[config.mk]
export PLATFORM = sky130hd
export DESIGN_NAME = rgbaovl_fifo
export DESIGN_NICKNAME = d
export VERILOG_FILES = /design/src/rtl/assert_macros.svh /design/src/rtl/rgbaovl_pkg.sv /design/src/rtl/rgbaovl_fifo.sv
export SDC_FILE = /design/constraint.sdc
export NUM_CORES = 1
export LEC_CHECK = 0
export BUFFER_PORTS_ARGS = -buffer_cell sky130_fd_sc_hd__buf_2
export CAP_MARGIN = 30
export CORE_MARGIN = 8
export CORE_UTILIZATION = 53
export CTS_BUF_LIST = sky130_fd_sc_hd__clkbuf_8
export DETAILED_ROUTE_END_ITERATION = 12
export PLACE_DENSITY_LB_ADDON = 0.25
export RECOVER_POWER = 50
export SETUP_SLACK_MARGIN = 0.2
export SYNTH_ARGS = -nofsm -noshare
export SYNTH_HDL_FRONTEND = slang
export SYNTH_SLANG_ARGS = --single-unit
[constraint.sdc]
create_clock -name clock -period 2.2 [get_ports clock]
set_input_delay 0.11 -clock clock [delete_from_list [all_inputs] [get_ports clock]]
set_output_delay 0.11 -clock clock [all_outputs]
set_load 0.01 [all_outputs]
[src/rtl/assert_macros.svh]
// Assertion macros for the RTL top level.
`ifndef ASSERT_MACROS_SVH
`define ASSERT_MACROS_SVH
`ifndef SYNTH
// Same-cycle implication.
`define ASSERT_IMPLIES(label, clk, rst, ante, cons) \
   label: assert property (@(posedge clk) disable iff (rst) (ante) |-> (cons)) \
      else $error("assertion failed: ante |-> cons");
// Next-cycle implication.
`define ASSERT_NEXT(label, clk, rst, ante, cons) \
   label: assert property (@(posedge clk) disable iff (rst) (ante) |=> (cons)) \
      else $error("assertion failed: ante |=> cons");
`else
`define ASSERT_IMPLIES(label, clk, rst, ante, cons)
`define ASSERT_NEXT(label, clk, rst, ante, cons)
`endif
`endif

[src/rtl/rgbaovl_pkg.sv]
// Package: types, constants and register codes of the overlay blender.
`default_nettype none

package rgbaovl_pkg;

   localparam int OVERLAY_MAX_W_DEF = 64;
   localparam int OVERLAY_MAX_H_DEF = 64;
   localparam int MAX_FRAME_DIM_DEF = 4096;

   localparam int STORE_DEPTH = 4096;
   localparam int STORE_AW    = 12;
   localparam int CHAN_W      = 8;
   localparam int FRAME_DIM_W = 13;
   localparam int OV_DIM_W    = 7;
   localparam int ORIGIN_W    = 14;

   localparam int REQ_TDATA_W = 48;
   localparam int REQ_TUSER_W = 2;
   localparam int RSP_TDATA_W = 24;
   localparam int RSP_TUSER_W = 1;

   localparam int CSR_AW = 5;
   localparam int CSR_DW = 32;

   localparam int QUEUE_DEPTH = 4;
   localparam int QPTR_W      = $clog2(QUEUE_DEPTH);
   localparam int QCNT_W      = $clog2(QUEUE_DEPTH + 1);

   // word kinds
   localparam logic KIND_LOAD  = 1'b0;
   localparam logic KIND_PIXEL = 1'b1;

   // register indexes (byte address / 4)
   localparam logic [2:0] REG_FRAME_WIDTH    = 3'd0;
   localparam logic [2:0] REG_FRAME_HEIGHT   = 3'd1;
   localparam logic [2:0] REG_OVERLAY_WIDTH  = 3'd2;
   localparam logic [2:0] REG_OVERLAY_HEIGHT = 3'd3;
   localparam logic [2:0] REG_OVERLAY_LEFT   = 3'd4;
   localparam logic [2:0] REG_OVERLAY_TOP    = 3'd5;

   localparam logic [FRAME_DIM_W-1:0] FRAME_WIDTH_RST    = 13'd640;
   localparam logic [FRAME_DIM_W-1:0] FRAME_HEIGHT_RST   = 13'd480;
   localparam logic [OV_DIM_W-1:0]    OVERLAY_WIDTH_RST  = 7'd64;
   localparam logic [OV_DIM_W-1:0]    OVERLAY_HEIGHT_RST = 7'd64;
   localparam logic [ORIGIN_W-1:0]    OVERLAY_LEFT_RST   = 14'd0;
   localparam logic [ORIGIN_W-1:0]    OVERLAY_TOP_RST    = 14'd0;

   typedef struct packed {
      logic [FRAME_DIM_W-1:0] frame_width;
      logic [FRAME_DIM_W-1:0] frame_height;
      logic [OV_DIM_W-1:0]    overlay_width;
      logic [OV_DIM_W-1:0]    overlay_height;
      logic [ORIGIN_W-1:0]    overlay_left;
      logic [ORIGIN_W-1:0]    overlay_top;
   } cfg_type;

   // one classified word between front and back
   typedef struct packed {
      logic                is_load;
      logic [STORE_AW-1:0] addr;
      logic [CHAN_W-1:0]   blue;
      logic [CHAN_W-1:0]   green;
      logic [CHAN_W-1:0]   red;
      logic [CHAN_W-1:0]   alpha;
      logic                in_window;
      logic                line_end;
      logic                frame_end;
   } queue_entry_type;

   typedef struct packed {
      logic full;
      logic empty;
   } queue_status_type;

endpackage

`default_nettype wire

[src/rtl/rgbaovl_fifo.sv]
// Short queue of classified words between front and back.
`default_nettype none

module rgbaovl_fifo (
   input  wire                               clock,
   input  wire                               reset,
   input  wire                               push,
   input  rgbaovl_pkg::queue_entry_type      push_entry,
   input  wire                               pop,
   output rgbaovl_pkg::queue_entry_type      pop_entry,
   output rgbaovl_pkg::queue_status_type     status
);
   import rgbaovl_pkg::*;

   queue_entry_type    slot_ff [QUEUE_DEPTH];
   logic [QPTR_W-1:0]  wr_ptr_ff, wr_ptr_in, rd_ptr_ff, rd_ptr_in;
   logic [QCNT_W-1:0]  count_ff, count_in;
   logic               do_push, do_pop;

   assign status.full  = (count_ff == QCNT_W'(QUEUE_DEPTH));
   assign status.empty = (count_ff == '0);
   assign do_push      = push && !status.full;
   assign do_pop       = pop && !status.empty;
   assign pop_entry    = slot_ff[rd_ptr_ff];

   always_comb begin
      wr_ptr_in = wr_ptr_ff;
      rd_ptr_in = rd_ptr_ff;
      count_in  = count_ff;
      if (do_push)
         wr_ptr_in = (wr_ptr_ff == QPTR_W'(QUEUE_DEPTH - 1)) ? '0 : wr_ptr_ff + QPTR_W'(1);
      if (do_pop)
         rd_ptr_in = (rd_ptr_ff == QPTR_W'(QUEUE_DEPTH - 1)) ? '0 : rd_ptr_ff + QPTR_W'(1);
      if (do_push && !do_pop) count_in = count_ff + QCNT_W'(1);
      else if (do_pop && !do_push) count_in = count_ff - QCNT_W'(1);
   end

   always_ff @(posedge clock) begin
      if (reset) begin
         wr_ptr_ff <= '0;
         rd_ptr_ff <= '0;
         count_ff  <= '0;
      end else begin
         wr_ptr_ff <= wr_ptr_in;
         rd_ptr_ff <= rd_ptr_in;
         count_ff  <= count_in;
      end
   end

   always_ff @(posedge clock) begin
      if (do_push) slot_ff[wr_ptr_ff] <= push_entry;
   end

endmodule

`default_nettype wire

### Word-level counts from Yosys, hierarchy flattened

Memory sizes are Yosys's and may differ from the RTL's. A register that Yosys moved wholly into a read port is not among the register bits.
Index checks and enable logic that the tools add are counted.
W data, S select, Z words.

| operators by class | value |
|---|---|
| equal/unequal tests | 3 |
| add/sub/neg operators | 4 |
| reductions and logical operators | 10 |
| muxes and demuxes | 8 |

Operators with widths:

| operator | number |
|---|---|
| $mux W2 | 4 |
| $mux W3 | 2 |
| $add A2 B1 Y2 const B | 2 |
| $eq A2 B2 Y1 const B | 2 |
| $logic_and A1 B1 Y1 | 4 |
| $logic_not A1 Y1 | 4 |
| $add A3 B1 Y3 const B | 1 |
| $eq A3 B3 Y1 const B | 1 |
| $logic_not A3 Y1 | 1 |
| $sub A3 B1 Y3 const B | 1 |
| $mux W1 | 2 |
| $reduce_bool A2 Y1 | 1 |

| word-level totals | value |
|---|---|
| bits of input ports | 52 |
| output and inout bits | 50 |
| memory bits (writable) | 192 |
| word-level logic and storage cells | 29 |
| bits in registers | 7 |
| memories kept | 1 |

Memory list:

| memory | words | width | rd ports | clocked after Yosys merged registers in | wr ports | line | RTL |
|---|---|---|---|---|---|---|---|
| slot_ff | 4 | 48 | 1 | 1 | 1 | rgbaovl_fifo.sv:15 | `queue_entry_type slot_ff [QUEUE_DEPTH];` |

### Depth between registers and ports, before layout

| depth | value |
|---|---|
| depth after elaboration | 7 |
| depth in mapped cells | 10 |
| depth with buffers taken out | 9 |

### Worst setup path before layout

OpenSTA, ideal clock, no wires.

| path | value |
|---|---|
| path type | flip-flop to flip-flop |
| start | register count_ff[0] |
| end | register count_ff[2] |
| clock period less this slack | 2193 ps |
| setup time | 70 ps |
| path buffers | 1 |
| stages on the path, launching flop included | 11 |
| arrival time | 2122 ps |
| required time | 2130 ps |
| slack | 7 ps |
| path through | dfxtp_1 > or3b_1 > buf_6 > clkinv_4 > nor2_2 > ha_1 > inv_1 > fa_1 > xor2_1 > or3_2 > a21oi_1 |

RTL lines:

| what | line | RTL |
|---|---|---|
| start: declaration | rgbaovl_fifo.sv:17 | `logic [QCNT_W-1:0] count_ff, count_in;` |
| start signal: assignment | rgbaovl_fifo.sv:46 | `count_ff <= count_in;` |

### Final worst setup path

| path | value |
|---|---|
| start | register count_ff[2] |
| end | register count_ff[2] |

| between the ends | value |
|---|---|
| cells in the longest elaborated chain, start to end | 6 |
| elaborated cells between the ends (all ways) | 15 |
| classes of those cells | add/sub: 2; eq/ne: 1; mux: 2; reduce/logical: 10 |

RTL lines:

| what | line | RTL |
|---|---|---|
| $eq A3 B3 Y1 * | rgbaovl_fifo.sv:20 | `assign status.full = (count_ff == QCNT_W'(QUEUE_DEPTH));` |
| $logic_not A1 Y1 * | rgbaovl_fifo.sv:22 | `assign do_push = push && !status.full;` |
| $logic_and A1 B1 Y1 * | rgbaovl_fifo.sv:22 |  |
| via do_push | rgbaovl_fifo.sv:18 | `logic do_push, do_pop;` |
| $logic_not A1 Y1 | rgbaovl_fifo.sv:35 | `else if (do_pop && !do_push) count_in = count_ff - QCNT_W'(1);` |
| $logic_and A1 B1 Y1 | rgbaovl_fifo.sv:35 |  |
| $reduce_bool A2 Y1 (no source line) | - |  |

Mark *: on every way through the listed nets, which the timed path passes. The rest lies on a longest branch. The select of a mux whose other input is x is not followed.
A chain may end at the register's enable or synchronous reset.

==> results by group <==
Power
  • Net switching power: approximately 2.6 mW
  • Pleak: between 3 and 4 nW
  • Flop pwr share: 0.481
  • Switching Share: 0.258
  • Clock power frac: 0.290
  • Int Power: between 7 and 8 mW
  • Pwr/cell area: approximately 1100 mW/mm2
  • Combinational fraction of design power: 0.229
  • Max IR drop VDD: ~0.00057 V

Yosys
  • Leading cell types by count after synthesis: edfxtp_1, mux4_2, dfxtp_1
  • Cell Area, Synth: ~0.0074 mm2
  • Top cells by area, synth: edfxtp_1, mux4_2, dfxtp_1
  • Ys async rst share: 0
  • Synth Flop Type: edfxtp_1
  • EDFF count, synth: roughly 190
  • Cell taking the most area after synthesis: edfxtp_1
  • Top-count cell post-synth: edfxtp_1
  • Syn Area/Cell: 24.7 um2
  • Top cell type's share of synthesized area: 0.778
  • Sequential share of the synthesized area: 0.802
  • Netlist cell types: 26
  • Cells after synthesis: 300
  • Synth Register Bits: approximately 200
  • Net Count, Synth: 359
  • Yosys synthesis warning count: 0

Drt
  • Met3 WL: between 900 and 1000 um
  • Initial drt markers: 179
  • Via density: between 5 and 6
  • Vias: 3,670
  • Max Used Layer: met4
  • Final WL: 13,700 um
  • Met2 routed WL: 7040 um
  • Antenna viol nets, final: 0
  • Total iterations of the first detailed-routing run: 4
  • Drc violations: 0
  • Routed length on met1: about 5600 um
  • Routed wire per std cell: about 20 um

STA
  • Worst-Margin Slew: a little under 0.5 ns
  • Achievable Freq: approximately 0.5 GHz
  • WHS: ~0.10 ns
  • Slew headroom: 0.674
  • Final hold violations: 0
  • Shortest period the worst path allows: ~2.0 ns
  • Max-slew violation count: 0
  • RSZ-0062 raised after global routing: yes
  • Post-route setup TNS: 0 ns
  • Final setup fails: 0
  • Final Cycle Share: 0.918
  • Clock Skew: approximately 0.0083 ns

Worst setup path
  • Kind of critical path: flip-flop to flip-flop
  • CP Capture Type: flip-flop
  • Reg2reg path depth: 9
  • CP required: around 2.7 ns
  • Worst-path fanout max: 3
  • WP data arrival: roughly 2.5 ns
  • Critical path startpoint category: flip-flop

Final layout
  • Antenna Cells: 0
  • Area grow syn2layout: 25.6%
  • Final #Nets: around 550
  • Fillers: between 900 and 1,000
  • Share of layout cells above drive strength 1: 0.335

Placed design
  • Routability Congestion: ~0.7
  • HPWL after DPL: between 8000 and 9000 um
  • PortBufs: about 100

Run
  • Max_cap viols: 0

Clocking
  • CTS tree: yes
  • CTS H-tree lvls: 1
  • CTS Buf Count: 30
  • Max Buffers Root-to-Sink: 3
  • Root Buffer Master: clkbuf_8
  • Reg clk slew, reported paths: ~0.060 ns
  • Clock Latency Late Sink: between 0.5 and 0.6 ns
  • Num Clock Sinks: 201

Global route
  • Vias in the first global route: slightly above 4,000
  • Pin count of the biggest net entering global routing: approximately 50
  • Overflow after GRT: 0
  • Initial antenna violation count: 0
  • First-pass GRT wire length: roughly 22,000 um
  • Overall routing resource usage: 0.156

Die
  • Die Span Y: between 100 and 150 um
  • Rows: 43
  • Io pins: between 100 and 150
  • DIE AREA: approximately 0.018 mm2
  • Initial Utilization: 0.538
  • Die width: 134 um
  • Core area: between 0.01 and 0.015 mm2

Status
  • Status: finished clean

Min path
  • Hold Path Class: input port to flip-flop
  • Hold path cells: 5
power by group through the flow:
stage	Sequential [mW]	Combinational, mW	Clock, mW
6_report	4.79	2.28	2.89
5_1_grt	4.82	2.46	3.11
4_1_cts	4.79	2.35	2.97
3_5_place_dp	4.90	2.17	0
3_3_place_gp	4.86	2.15	0
2_1_floorplan	4.80	1.42	0
cells by family (layout without fill, tap and decap cells):
family,after synthesis,count (layout),synth area share
AO/OA/AOI/OAI,7,7,0.00675
flip-flops,201,201,0.802
buffers and inverters,17,225,0.0149
multiplexers,50,50,0.149
AND/OR/NAND/NOR,16,16,0.0127
XOR/XNOR,2,2,0.00236
adder cells (fa/ha/maj),7,7,0.0128
layout make-up:
cell class	count	area (um2)	area share
clock buffers	36	495	0.0532
clock inverters	18	97.6	0.0105
inverters	5	23.8	0.00255
multi-input cells	82	1390	0.149
flip-flops and latches	201	5960	0.640
well taps	180	225	0.0242
repair buffers	166	1120	0.120
timing repair:
| action | in CTS | in global routing |
|---|---|---|
| pin swaps | 1 | 1 |
| endpoints found under the setup margin | 38 | 38 |
| hold endpoints to repair | 201 | 0 |
| setup buffers | 1 | 1 |
| gates resized for setup | 4 | 3 |
| gates cloned | 1 | 0 |
| hold buffers | 50 | 0 |
critical path, stage by stage, from the launching register on:
cell and delay, ns:
dfxtp_4 0.35, or3b_1 0.23, clkinv_4 0.08, nor2_4 0.15, ha_4 0.16, inv_2 0.04, fa_2 0.34, xor2_1 0.15
or3_4 0.33, a21oi_2 0.13
layer usage:
layer  track usage  up-vias
met5             0        -
met1         0.192     1874
met3        0.0381       19
met2         0.266      130
met4        0.0487        0
li1              -     1647
through the flow:
stage	std cells	area, um2	setup WS (ns)	util	total power [mW]
after detailed placement	581	8230	0.175	0.597	7.06
after floorplan	300	7440	0.218	-	6.22
after global routing	688	9310	0.120	0.676	10.4
after global placement	581	8230	0.220	0.597	7.01
after CTS	687	9370	0.164	0.680	10.1
final	688	9310	0.180	0.676	9.95
path summary, 6_finish.rpt:
path | start | to | slack (ns)
max | count_ff[2]$_SDFFE_PP0P_ | count_ff[2]$_SDFFE_PP0P_ | 0.18
min | pop | flip-flop | 0.10
max reg2reg | count_ff[2]$_SDFFE_PP0P_ | count_ff[2]$_SDFFE_PP0P_ | 0.18
min reg2reg | rd_ptr_ff[0]$_SDFFE_PP0P_ | flip-flop | 0.49
cells in the final DEF (no fill, tap or decap), types with 5 or more instances in the layout:
master,count
ha_1,5
clkbuf_1,52
inv_1,11
buf_4,5
clkbuf_8,36
dlygate4sd3_1,50
buf_2,51
clkinv_1,6
edfxtp_1,192
mux4_2,48
flip-flops by register name, summed over array words and instances, names as in the netlist, named ones only:
register	cells
count_ff	3
rd_ptr_ff	2
slot_ff	192
wr_ptr_ff	2
(Power assumes the default switching activity.)
