### src/rtl/assert_macros.svh
// Assertion macros for the RTL top level.
`ifndef ASSERT_MACROS_SVH
`define ASSERT_MACROS_SVH
`ifndef SYNTH
// Same-cycle implication.
`define ASSERT_IMPLIES(label, clk, rst, ante, cons) \
   label: assert property (@(posedge clk) disable iff (rst) (ante) |-> (cons)) \
      else $error("assertion failed: ante |-> cons");
// Next-cycle implication.
`define ASSERT_NEXT(label, clk, rst, ante, cons) \
   label: assert property (@(posedge clk) disable iff (rst) (ante) |=> (cons)) \
      else $error("assertion failed: ante |=> cons");
`else
`define ASSERT_IMPLIES(label, clk, rst, ante, cons)
`define ASSERT_NEXT(label, clk, rst, ante, cons)
`endif
`endif

### src/rtl/rgbaovl_pkg.sv
// Package: types, constants and register codes of the overlay blender.
`default_nettype none

package rgbaovl_pkg;

   localparam int OVERLAY_MAX_W_DEF = 64;
   localparam int OVERLAY_MAX_H_DEF = 64;
   localparam int MAX_FRAME_DIM_DEF = 4096;

   localparam int STORE_DEPTH = 4096;
   localparam int STORE_AW    = 12;
   localparam int CHAN_W      = 8;
   localparam int FRAME_DIM_W = 13;
   localparam int OV_DIM_W    = 7;
   localparam int ORIGIN_W    = 14;

   localparam int REQ_TDATA_W = 48;
   localparam int REQ_TUSER_W = 2;
   localparam int RSP_TDATA_W = 24;
   localparam int RSP_TUSER_W = 1;

   localparam int CSR_AW = 5;
   localparam int CSR_DW = 32;

   localparam int QUEUE_DEPTH = 4;
   localparam int QPTR_W      = $clog2(QUEUE_DEPTH);
   localparam int QCNT_W      = $clog2(QUEUE_DEPTH + 1);

   // word kinds
   localparam logic KIND_LOAD  = 1'b0;
   localparam logic KIND_PIXEL = 1'b1;

   // register indexes (byte address / 4)
   localparam logic [2:0] REG_FRAME_WIDTH    = 3'd0;
   localparam logic [2:0] REG_FRAME_HEIGHT   = 3'd1;
   localparam logic [2:0] REG_OVERLAY_WIDTH  = 3'd2;
   localparam logic [2:0] REG_OVERLAY_HEIGHT = 3'd3;
   localparam logic [2:0] REG_OVERLAY_LEFT   = 3'd4;
   localparam logic [2:0] REG_OVERLAY_TOP    = 3'd5;

   localparam logic [FRAME_DIM_W-1:0] FRAME_WIDTH_RST    = 13'd640;
   localparam logic [FRAME_DIM_W-1:0] FRAME_HEIGHT_RST   = 13'd480;
   localparam logic [OV_DIM_W-1:0]    OVERLAY_WIDTH_RST  = 7'd64;
   localparam logic [OV_DIM_W-1:0]    OVERLAY_HEIGHT_RST = 7'd64;
   localparam logic [ORIGIN_W-1:0]    OVERLAY_LEFT_RST   = 14'd0;
   localparam logic [ORIGIN_W-1:0]    OVERLAY_TOP_RST    = 14'd0;

   typedef struct packed {
      logic [FRAME_DIM_W-1:0] frame_width;
      logic [FRAME_DIM_W-1:0] frame_height;
      logic [OV_DIM_W-1:0]    overlay_width;
      logic [OV_DIM_W-1:0]    overlay_height;
      logic [ORIGIN_W-1:0]    overlay_left;
      logic [ORIGIN_W-1:0]    overlay_top;
   } cfg_type;

   // one classified word between front and back
   typedef struct packed {
      logic                is_load;
      logic [STORE_AW-1:0] addr;
      logic [CHAN_W-1:0]   blue;
      logic [CHAN_W-1:0]   green;
      logic [CHAN_W-1:0]   red;
      logic [CHAN_W-1:0]   alpha;
      logic                in_window;
      logic                line_end;
      logic                frame_end;
   } queue_entry_type;

   typedef struct packed {
      logic full;
      logic empty;
   } queue_status_type;

endpackage

`default_nettype wire

### src/rtl/rgbaovl_front.sv
// Front end: accepts words, tracks raster position and classifies each pixel.
`default_nettype none

module rgbaovl_front #(
   parameter int OVERLAY_MAX_W = rgbaovl_pkg::OVERLAY_MAX_W_DEF,
   parameter int OVERLAY_MAX_H = rgbaovl_pkg::OVERLAY_MAX_H_DEF,
   parameter int MAX_FRAME_DIM = rgbaovl_pkg::MAX_FRAME_DIM_DEF
) (
   input  wire                                      clock,
   input  wire                                      reset,
   input  wire                                      req_tvalid,
   output logic                                     req_tready,
   input  wire  [rgbaovl_pkg::REQ_TDATA_W-1:0]      req_tdata,
   input  wire  [rgbaovl_pkg::REQ_TUSER_W-1:0]      req_tuser,
   input  rgbaovl_pkg::cfg_type                     cfg,
   input  rgbaovl_pkg::queue_status_type            q_status,
   output logic                                     q_push,
   output rgbaovl_pkg::queue_entry_type             q_entry
);
   import rgbaovl_pkg::*;

   localparam int CNT_W = $clog2(MAX_FRAME_DIM);
   localparam int CMP_W = (CNT_W > FRAME_DIM_W) ? CNT_W : FRAME_DIM_W;
   localparam int SW    = CMP_W + 2;

   logic [CNT_W-1:0] col_ff, col_in, row_ff, row_in;
   logic [CNT_W-1:0] col_eff, row_eff;

   logic                  kind, frame_start;
   logic [STORE_AW-1:0]   load_addr;
   logic [FRAME_DIM_W-1:0] fw, fh;
   logic [OV_DIM_W-1:0]   ow, oh;
   logic [CMP_W-1:0]      col_x, row_x, fw_x, fh_x;
   logic signed [SW-1:0]  dx, dy;
   logic                  in_x, in_y, in_window, line_end, frame_end;
   logic [2*OV_DIM_W-1:0] idx_full;

   assign kind        = req_tuser[0];
   assign frame_start = req_tuser[1];
   assign load_addr   = req_tdata[11:0];

   assign req_tready = !q_status.full;
   assign q_push     = req_tvalid && req_tready;

   // clamp the window and frame sizes
   always_comb begin
      if (cfg.frame_width == '0) fw = FRAME_DIM_W'(1);
      else if (32'(cfg.frame_width) > MAX_FRAME_DIM) fw = FRAME_DIM_W'(MAX_FRAME_DIM);
      else fw = cfg.frame_width;
      if (cfg.frame_height == '0) fh = FRAME_DIM_W'(1);
      else if (32'(cfg.frame_height) > MAX_FRAME_DIM) fh = FRAME_DIM_W'(MAX_FRAME_DIM);
      else fh = cfg.frame_height;
      if (32'(cfg.overlay_width) > OVERLAY_MAX_W) ow = OV_DIM_W'(OVERLAY_MAX_W);
      else ow = cfg.overlay_width;
      if (32'(cfg.overlay_height) > OVERLAY_MAX_H) oh = OV_DIM_W'(OVERLAY_MAX_H);
      else oh = cfg.overlay_height;
   end

   assign col_eff = frame_start ? '0 : col_ff;
   assign row_eff = frame_start ? '0 : row_ff;

   assign col_x = CMP_W'(col_eff);
   assign row_x = CMP_W'(row_eff);
   assign fw_x  = CMP_W'(fw);
   assign fh_x  = CMP_W'(fh);

   assign dx = $signed({{(SW-CNT_W){1'b0}}, col_eff})
             - $signed({{(SW-ORIGIN_W){cfg.overlay_left[ORIGIN_W-1]}}, cfg.overlay_left});
   assign dy = $signed({{(SW-CNT_W){1'b0}}, row_eff})
             - $signed({{(SW-ORIGIN_W){cfg.overlay_top[ORIGIN_W-1]}}, cfg.overlay_top});

   assign in_x = !dx[SW-1] && (dx < $signed({{(SW-OV_DIM_W){1'b0}}, ow}));
   assign in_y = !dy[SW-1] && (dy < $signed({{(SW-OV_DIM_W){1'b0}}, oh}));
   assign in_window = (col_x < fw_x) && (row_x < fh_x) && in_x && in_y;

   assign line_end  = col_x >= (fw_x - CMP_W'(1));
   assign frame_end = line_end && (row_x >= (fh_x - CMP_W'(1)));

   // store index wraps at the store depth
   assign idx_full = (2*OV_DIM_W)'(dy[OV_DIM_W-1:0]) * (2*OV_DIM_W)'(ow)
                   + (2*OV_DIM_W)'(dx[OV_DIM_W-1:0]);

   always_comb begin
      q_entry.is_load   = (kind == KIND_LOAD);
      q_entry.addr      = (kind == KIND_LOAD) ? load_addr : idx_full[STORE_AW-1:0];
      q_entry.blue      = req_tdata[19:12];
      q_entry.green     = req_tdata[27:20];
      q_entry.red       = req_tdata[35:28];
      q_entry.alpha     = req_tdata[43:36];
      q_entry.in_window = in_window;
      q_entry.line_end  = line_end;
      q_entry.frame_end = frame_end;
   end

   always_comb begin
      col_in = col_ff;
      row_in = row_ff;
      if (q_push && kind == KIND_PIXEL) begin
         if (line_end) begin
            col_in = '0;
            row_in = frame_end ? '0 : row_eff + CNT_W'(1);
         end else begin
            col_in = col_eff + CNT_W'(1);
            row_in = row_eff;
         end
      end
   end

   always_ff @(posedge clock) begin
      if (reset) begin
         col_ff <= '0;
         row_ff <= '0;
      end else begin
         col_ff <= col_in;
         row_ff <= row_in;
      end
   end

endmodule

`default_nettype wire

### config.mk
export PLATFORM = sky130hd
export DESIGN_NAME = rgbaovl_front
export DESIGN_NICKNAME = d
export VERILOG_FILES = /design/src/rtl/assert_macros.svh /design/src/rtl/rgbaovl_pkg.sv /design/src/rtl/rgbaovl_front.sv
export SDC_FILE = /design/constraint.sdc
export NUM_CORES = 1
export LEC_CHECK = 0
export BUFFER_PORTS_ARGS = -buffer_cell sky130_fd_sc_hd__buf_4
export CORE_MARGIN = 10
export CORE_UTILIZATION = 50
export DETAILED_ROUTE_END_ITERATION = 6
export GPL_TIMING_DRIVEN = 0
export PLACE_DENSITY = 0.76
export SLEW_MARGIN = 40
export SYNTH_ARGS = -nofsm -noshare
export SYNTH_HDL_FRONTEND = slang
export SYNTH_SLANG_ARGS = --single-unit
### constraint.sdc
create_clock -name clock -period 8.95 [get_ports clock]
set_clock_uncertainty 0.15 [all_clocks]
set_input_delay 0.895 -clock clock [delete_from_list [all_inputs] [get_ports clock]]
set_output_delay 0.895 -clock clock [all_outputs]
set_load 0.01 [all_outputs]
; ---- Yosys cells after proc, flatten, opt, wreduce, memory -nomap -nowiden
; Index checks and enable logic that the tools add are counted.
[op_classes]
n_addsub = 7
mul = 1
magnitude_cmp = 10
muxes = 12
n_bitwise = 1
reduce_logical = 13
[op_table]
columns = op, count
row1 = two-way mux 12 bit, 6
row2 = two-way mux 13 bit, 4
row3 = < comparator 15 x 8 -> 1 bit, 2
row4 = subtractor 13 x 14 -> 15 bit, 2
row5 = >= comparator 12 x 13 -> 1 bit, 2
row6 = > comparator 13 bit (second input constant), 2
row7 = zero test 13 bit, 2
row8 = < comparator 12 x 13 -> 1 bit, 2
row9 = subtractor 13 x 1 -> 13 bit (second input constant), 2
row10 = adder 12 x 1 -> 12 bit (second input constant), 2
row11 = > comparator 7 bit (second input constant), 2
row12 = two-way mux 7 bit, 2
row13 = adder 12 x 7 -> 12 bit, 1
row14 = multiplier 7 x 7 -> 12 bit, 1
row15 = logical AND 1 bit, 8
row16 = zero test 1 bit, 3
row17 = inverter 1 bit, 1
[totals]
register_bits = 24
input_bits = 123
out_inout_bits = 50
word_cells = 46

; ---- Longest topological paths before layout
[depth]
word_depth = 8
depth_mapped = 26
ltp_nobuf = 25

; ---- Worst setup path before layout
; OpenSTA, ideal clock, no wires.
[synth_path]
path_kind = input to output
startpoint = input req_tuser[1] (netlist name)
endpoint = output q_entry[46] (netlist name)
arrival_ns = 6.723
t_required_ns = 7.905
path_slack_ns = 1.182
stages = 26
n_path_buf = 3
path_cell_list = clkbuf_1 -> clkbuf_1 -> clkbuf_1 -> nor2b_1 -> fa_1 -> a21oi_1 -> nor2b_1 -> nor2_1 -> xor2_1 -> nor2_1 -> fa_1 -> inv_1 -> fa_1 -> inv_1 -> fa_1 -> inv_1 -> fa_1 -> inv_1 -> ha_1 -> o21a_1 -> a21oi_1 -> o21bai_1 -> a21oi_1 -> o21ai_0 -> xnor2_1 -> mux2_2
[synth_rtl]
columns = element, line
row1 = from (decl), rgbaovl_front.sv:14  ; input wire [rgbaovl_pkg::REQ_TUSER_W-1:0] req_tuser,
row2 = to (decl), rgbaovl_front.sv:18  ; output rgbaovl_pkg::queue_entry_type q_entry

==> metrics.yaml <==
status:
  status: "finished, final reports clean"
yosys:
  synth_edf_count: 0
  mappedNetlistNets: 1185
  synth_cell_types: 67
  synthCells: 917
  async_reset_ff_frac: 0
  syn_avg_cell_area_um2: 7.38
  ys.flop_type: "dfxtp_1"
  ys_seq_area_frac: 0.0710
  syn_area_um2: 6770
  yosysWarnings: 0
  ys_seq_elements: 24
final_layout:
  fillers: 1273
  insertedDiodeCount: 0
  finalNetCount: 1323
  drive_above_1_share: 0.193
  layout_commonest_cell: "buf_4"
  seqCellArea_um2: 480
  multi_input_area_um2: 5550
  final_core_util: 0.610
  area_growth_pct: 19.5
  mostFrequentLayoutCells: "168 x buf_4, 113 x ha_1, 107 x inv_1"
critical_path:
  cp-endpoint: "q_entry[46]"
  worst_setup_path_start_kind: "primary input"
  cp_max_fo: 10
  worstSetupPathType: "in2out"
  r2r_start: "col_ff[2]$_SDFFE_PP0P_"
  regToRegSetupSlack_ns: 5.36
  crit_top_cell: "fa_1"
  rr_worst_depth: 12
  worstPathArrival_ns: 7.35
  slowest_delay_ns: 0.55
  r2r-end: "col_ff[3]$_SDFFE_PP0P_"
  required_ns: 7.91
  critical_path.startpoint: "req_tuser[1]"
  end_kind: "output port"
  slowest_stage: "fa_1"
timing:
  rsz0062_at_grt: "false"
  fin_crit_ns: 8.40
  tns_ns: 0
  drv_slew: 0
  fmax_ghz: 0.119
  fin_crit_sh: 0.938
  slew_headroom: 0.556
  final_hold_viol_count: 0
  worst_slew_pin_slew_ns: 0.666
  finalSetupViolCount: 0
power:
  power_density_nw_per_um2: 78.9
  p_leak_nw: 4.04
  ir_worst_vdd_uv: 80.2
  p_total_uw: 638
detailed_routing:
  wl_per_cell_um: 15.4
  viasPerCell: 5.58
  drcViolationCount: 0
  drt_iter0_markers: 357
  vias: 6863
  finalWirelength_um: 18900
  final_antenna_net_count: 0
  first_pass_iters: 5
placement:
  port-buffer-count: 133
  gp_congestion: 0.951
  dp_hpwl_um: 16300
run:
  maxCapViolCount: 0
cts:
  cts_buffers: 3
  clockBufferDepth: 2
  clk_pin_slew_ns: 0.06
  root_buffer: "clkbuf_16"
  h-tree-depth: 1
  insertion_delay_ns: 0.26
  cts_tree: "built"
  cts_setup_buffers: 0
  cts_sinks: 24
global_routing:
  antenna_found_initial: 0
  grt_pass1_vias: 6586
  grt_pass1_wl_um: 30700
  grt_usage: 0.195
  grt_remaining_overflow: 0
  grt_max_degree: 13
die:
  pin_count: 173
  dieArea_um2: 18600
  die_h_um: 136
  die_x_um: 136
  initial_utilization: 0.511
  rows: 42
  fp.coreArea_um2: 13200
min_path:
  hp-class: "reg2reg"
==> synthesized netlist by cell type (all sizes together) (7+ instances only) <==
master    n  area share
ha      113        0.21
inv     108       0.060
nor2     78       0.043
nand2    74       0.041
a21oi    55       0.041
o21ai    44       0.033
buf      36       0.041
nor2b    36       0.033
fa       32       0.095
nand2b   27       0.025
nor3     27       0.020
dfxtp    24       0.071
xnor2    24       0.031
nand3    23       0.017
clkbuf   20       0.011
and3     15       0.014
or3      15       0.014
xor2     13       0.017
o21a     11       0.012
mux2     10       0.017
nand4     9      0.0083
a211oi    8      0.0089
nand3b    8       0.011
o211ai    8      0.0089
a21o      7      0.0078
o21bai    7      0.0078
or3b      7      0.0091
==> cell type report <==
class | count | area share
Multi-Input combinational cell | 729 | 0.687
Timing Repair Buffer | 133 | 0.124
Sequential cell | 24 | 0.0594
Inverter | 108 | 0.0502
Buffer | 56 | 0.0437
Tap cell | 176 | 0.0272
Clock buffer | 3 | 0.00929
==> registers in the layout, summed over array words and instances, names as in the netlist <==
name    cells
col_ff     12
row_ff     12
==> stage by stage <==
step	hold slack (ns)	std cells	worst slack (ns)	instance area, um2
after floorplan	0.277	917	1.18	6770
after CTS	0.303	1229	0.0285	8060
after global placement	0.286	1226	0.110	7980
after detailed placement	0.294	1226	0.0588	7980
after global routing	0.328	1229	0.0735	8080
final	0.299	1229	0.553	8080
==> repair_timing <==
| action | CTS | global route |
|---|---|---|
| endpoints found under the setup margin | 0 | 4 |
| gates resized for setup | 0 | 8 |
| hold buffers | 0 | 0 |
==> worst min-delay path by stage <==
stage                                       from                endpoint  slack (ns)  depth (start not counted)
final                     col_ff[1]$_SDFFE_PP0P_  col_ff[1]$_SDFFE_PP0P_        0.30                          2
after global placement    col_ff[1]$_SDFFE_PP0P_  col_ff[1]$_SDFFE_PP0P_        0.29                          2
after CTS                 col_ff[1]$_SDFFE_PP0P_  col_ff[1]$_SDFFE_PP0P_        0.30                          2
after global routing      col_ff[1]$_SDFFE_PP0P_  col_ff[1]$_SDFFE_PP0P_        0.33                          2
after detailed placement  col_ff[1]$_SDFFE_PP0P_  col_ff[1]$_SDFFE_PP0P_        0.29                          2
after floorplan           col_ff[1]$_SDFFE_PP0P_  col_ff[1]$_SDFFE_PP0P_        0.28                          2
==> worst max-delay path, delay by kind of cell <==
kind,cells,cell delay (ns)
AOI/OAI and AO/OA,5,0.87
xor gates and xnor gates,2,0.65
adders and majority gates,6,2.69
buffers and inverters,8,1.15
muxes,1,0.26
and+or+nand+nor,3,0.83
==> kinds of logic after synthesis <==
group,share of synthesized area
AND/OR/NAND/NOR,0.264
AO/OA/AOI/OAI,0.178
buffers and inverters,0.112
adder cells (fa/ha/maj),0.307
XOR/XNOR,0.0479
flip-flops,0.0710
multiplexers,0.0211
==> where the power goes <==
group	total [mW]	internal [mW]	switching, mW
Combinational	0.432	0.211	0.221
Clock	0.0989	0.0592	0.0397
Sequential	0.107	0.107	0.000139
Total	0.638	0.377	0.261
==> routing by layer <==
layer	wire, um	track usage	vias to the layer above
met5	0	0	-
met3	1290	0.0247	19
met1	8420	0.253	3172
li1	-	-	3432
met4	165	0.0284	0
met2	9040	0.342	240
No activity file was read; power rests on OpenSTA's default activity.
